`src/rtl/sst_ram.sv`:
```
// Generic single-port-write, single-port-read RAM with registered read data.
// Depends on nothing.
module sst_ram #(
    parameter int WIDTH = 32,
    parameter int DEPTH = 64
) (
    input  logic                                  clk,
    input  logic                                  we,
    input  logic [((DEPTH > 1) ? $clog2(DEPTH) : 1)-1:0] waddr,
    input  logic [WIDTH-1:0]                      wdata,
    input  logic [((DEPTH > 1) ? $clog2(DEPTH) : 1)-1:0] raddr,
    output logic [WIDTH-1:0]                      rdata
);
    logic [WIDTH-1:0] mem [DEPTH];
    logic [WIDTH-1:0] rdata_reg;

    always_ff @(posedge clk)
    begin
        if (we)
        begin
            mem[waddr] <= wdata;
        end
        rdata_reg <= mem[raddr];
    end

    assign rdata = rdata_reg;
endmodule
```
`config.mk`:
```
export PLATFORM = sky130hd
export DESIGN_NAME = sst_ram
export DESIGN_NICKNAME = d
export VERILOG_FILES = /design/src/rtl/sst_ram.sv
export SDC_FILE = /design/constraint.sdc
export NUM_CORES = 2
export LEC_CHECK = 0
export BUFFER_PORTS_ARGS = -buffer_cell sky130_fd_sc_hd__buf_2
export CAP_MARGIN = 20
export CORE_MARGIN = 2
export CORE_UTILIZATION = 44
export CTS_BUF_LIST = sky130_fd_sc_hd__clkbuf_4 sky130_fd_sc_hd__clkbuf_8 sky130_fd_sc_hd__clkbuf_16
export CTS_CLUSTER_SIZE = 8
export DETAILED_ROUTE_END_ITERATION = 12
export GPL_TIMING_DRIVEN = 1
export HOLD_SLACK_MARGIN = 0.15
export PLACE_DENSITY = 0.6
export SLEW_MARGIN = 20
export SYNTH_ARGS = -nofsm -noshare
export SYNTH_HDL_FRONTEND = slang
export SYNTH_SLANG_ARGS = --single-unit
export TNS_END_PERCENT = 5
```
`constraint.sdc`:
```
create_clock -name clk -period 3.3 [get_ports clk]
set_input_delay 0 -clock clk [delete_from_list [all_inputs] [get_ports clk]]
set_output_delay 0 -clock clk [all_outputs]
set_load 0.005 [all_outputs]
```
# Word-level counts from Yosys, hierarchy flattened
# Memory sizes are Yosys's and may differ from the RTL's. A register that Yosys moved wholly into a read port is not among the register bits.
# Cells that the tools add are included.
# totals
output_inout_bits,32
mem_count,1
inputBits,46
register_bits,0
ram_bits,2048
word_cells,3
# memory_table
memory,words,word_bits,rd,rd_clocked_by_memory_dff,wr,line,text
mem,64,32,1,1,1,14,logic [WIDTH-1:0] mem [DEPTH];
# op_classes
n_mux,2
# ops
cell,n
$mux 1,2

# Logic depth before layout (Yosys ltp)
# depth
word_depth,2
mapped_depth,10

# Least setup slack after synthesis
# No wires, ideal clock.
# synth_timing
path_type,in2reg
start,input waddr[3] (netlist bit)
end,memory mem[48][0] (enable)
setup_slack_ns,0.140
arrival_time_ns,2.699
setup_time_ns,0.461
t_required_ns,2.839
path_buffers,1
stages,4
cell_sequence,clkbuf_1 -> nor2b_1 -> nand4b_1 -> nor3_1
# synth_lines
item,line,text
from (decl),9,"input logic [((DEPTH > 1) ? $clog2(DEPTH) : 1)-1:0] waddr,"
to (decl),14,
# No word-level cell before the write port.

==> metrics.yaml <==
status: "finished, final reports clean"
routed-wl-met3_um: 18450
multi_input_area_um2: 15970
critPathLaunchType: "flop"
synthToLayoutAreaGrowth_pct: 18.77
avgSynthCellArea_um2: 23.62
grt_max_degree: 65
async_flop_share: 0
synthesis.area_um2: 78520
hpwl_um: 120200
seqCellArea_um2: 62140
synth.most_common_cell: "edfxtp_1"
vias_per_cell: 6.048
fin_setup_tns_ns: 0
cts_tree: "yes"
final-setup-viol-count: 0
grtUsageTotal: 0.2344
placed_area_um2: 83740
netlist_instances: 3324
worst-slew-pin-transition_ns: 1.155
rsz0062_at_grt: "no"
synth_seq_area_share: 0.7914
synth_top_area_cell: "edfxtp_1"
power.density_nw_per_um2: 655.4
io_pins: 78
die_h_um: 426.4
synth_cell_type_count: 34
design_area_um2: 93250
synth-seq-cells: 2080
clk_latency_ns: 0.92
slowest_delay_ns: 0.59
max-slew-margin-rel: 0.2303
wl_met2_um: 101900
syn-num-nets: 3370
start_util: 0.4415
crit_fanout: 1
crit_type: "reg2reg"
cts_buffer_depth: 4
top_layer: "met5"
dieArea_um2: 181800
synth_commonest_cells: "2,048 x edfxtp_1, 544 x mux4_2, 137 x nor2_1"
h-tree-depth: 5
cts-resized-gates: 0
drt-met1-wl_um: 85160
maxSlewViolCount: 0
yosysTopAreaCellShare: 0.7833
cp.arrival_ns: 4.00
final_util: 0.5243
nets: 3857
fmax_mhz: 311.7
holdCritPathClass: "in2reg"
cts_buffers: 310
crit_slowest_cell: "dlygate4sd3_1"
yosys-top-cells-area: "edfxtp_1 78%, mux4_2 16%, mux2i_1 1.2%"
wirelength_um: 210900
port_buffers: 77
coreArea_um2: 177800
ir_worst_vdd_v: 0.0003273
largest_reg_flops: 2048
antenna_found_initial: 11
cp-end-kind: "flop"
firstDrtPassIters: 5
skew_ns: 0.05547
clock_sinks: 2080
grt_pass1_wl_um: 296600
gp_congestion: 0.8081
grt_pass1_vias: 38850
synth_ff_type: "edfxtp_1"
path_cells: "mux4_2 -> nor2b_1 -> a21oi_1 -> dlygate4sd3_1 -> a311oi_1 -> dlygate4sd3_1 -> nor3_1 -> dlygate4sd3_1"
wl_per_cell_um: 33.47
p_leak_nw: 29.70
path_clk_slew_ns: 0.05
synth_edf_count: 2048
row_count: 155
overflow: 0
cp.required_ns: 4.09
crit_top_cell: "dlygate4sd3_1"
hold_viol: 0
nFillCells: 13420
cts_root_buf: "clkbuf_16"
die_w_um: 426.4
drt.antenna.violating_nets: 0
fin_crit_ns: 3.208
num_vias: 38120
synth_warnings: 0
finalCritPeriodShare: 0.9721
drt-initial-drc-count: 4780
drc_errors: 0
maxCapViolCount: 0
drive_above_1_share: 0.3436
## final cells by class
type | instances | area share
antenna | 6 | 0.0001610
multi-input combinational | 1062 | 0.1712
timing repair buffer | 357 | 0.03565
tap | 2355 | 0.03160
clock buffer | 435 | 0.09419
clock inverter | 7 | 0.0007782
sequential | 2080 | 0.6664
## power breakdown
| part | leakage [nW] | internal (mW) | switching [mW] |
|---|---|---|---|
| Clock | 4.47 | 18.2 | 10.6 |
| Sequential | 18.7 | 29.3 | 0.133 |
| Combinational | 6.53 | 1.12 | 1.79 |
## logic make-up after synthesis
kind of cell	after synthesis	synth area share
compound gates	202	0.01673
mux	637	0.1679
simple gates	223	0.01265
buf+inv	182	0.01128
flops	2080	0.7914
## worst max-delay path, delay by kind of cell, from the launching register on
kind / cells / cell delay (ns)
AOI/OAI and AO/OA: 2 / 0.33
buffers and inverters: 3 / 1.71
DFF: 1 / 0.37
muxes: 1 / 0.50
and+or+nand+nor: 2 / 0.18
## cells in the final DEF, fill, tap and decap left out, types with 6 or more instances in the layout
| master | netlist | final |
|---|---|---|
| dfxtp_1 | 32 | 32 |
| a21oi_1 | 62 | 62 |
| clkbuf_16 | 0 | 315 |
| o221ai_1 | 27 | 27 |
| a22oi_1 | 12 | 12 |
| buf_4 | 25 | 178 |
| o22ai_1 | 84 | 84 |
| nor2_4 | 0 | 62 |
| nand2b_1 | 8 | 7 |
| mux4_2 | 544 | 544 |
| buf_12 | 0 | 51 |
| nor2b_1 | 15 | 15 |
| nor2_1 | 137 | 75 |
| mux2i_1 | 93 | 93 |
| diode_2 | 0 | 6 |
| nand2_1 | 26 | 26 |
| buf_2 | 57 | 66 |
| clkbuf_4 | 0 | 120 |
| a311oi_1 | 8 | 8 |
| dlygate4sd3_1 | 0 | 58 |
| edfxtp_1 | 2048 | 2048 |
## worst paths after layout
kind	cells past startpoint	to	from	slack (ns)
worst max register to register	8	rdata[17]	mem[11][17]	0.09
worst min-delay path	2	mem[17][22]	wdata[22]	0.20
worst max-delay path	8	rdata[17]	mem[11][17]	0.09
worst min register to register	5	rdata[20]	mem[28][20]	0.90
## metrics by stage
| step | power, mW | hold slack, ns | setup slack [ns] | std cells |
|---|---|---|---|---|
| after detailed placement | 32.81 | 0.3850 | 0.05657 | 5794 |
| after floorplan | 31.28 | 0.09887 | 0.1402 | 3324 |
| after global placement | 32.78 | 0.3865 | 0.09407 | 5793 |
| final | 61.12 | 0.2046 | 0.09220 | 6302 |
| after global routing | 62.78 | 0.2395 | 0.01070 | 6299 |
| after CTS | 61.55 | 0.1619 | 0.1011 | 6292 |
## metal layers
layer  track usage  vias to the layer above
met5             0                        -
met4       0.06749                        4
met3       0.04669                      305
met2        0.3726                     1831
met1        0.3315                    20740
li1              -                    15240
## repair_timing
action | CTS | global route
buffers inserted | 0 | 0
endpoints found under the hold margin | 2515 | 25
hold buffers | 56 | 2
No activity file was read; power rests on OpenSTA's default activity.
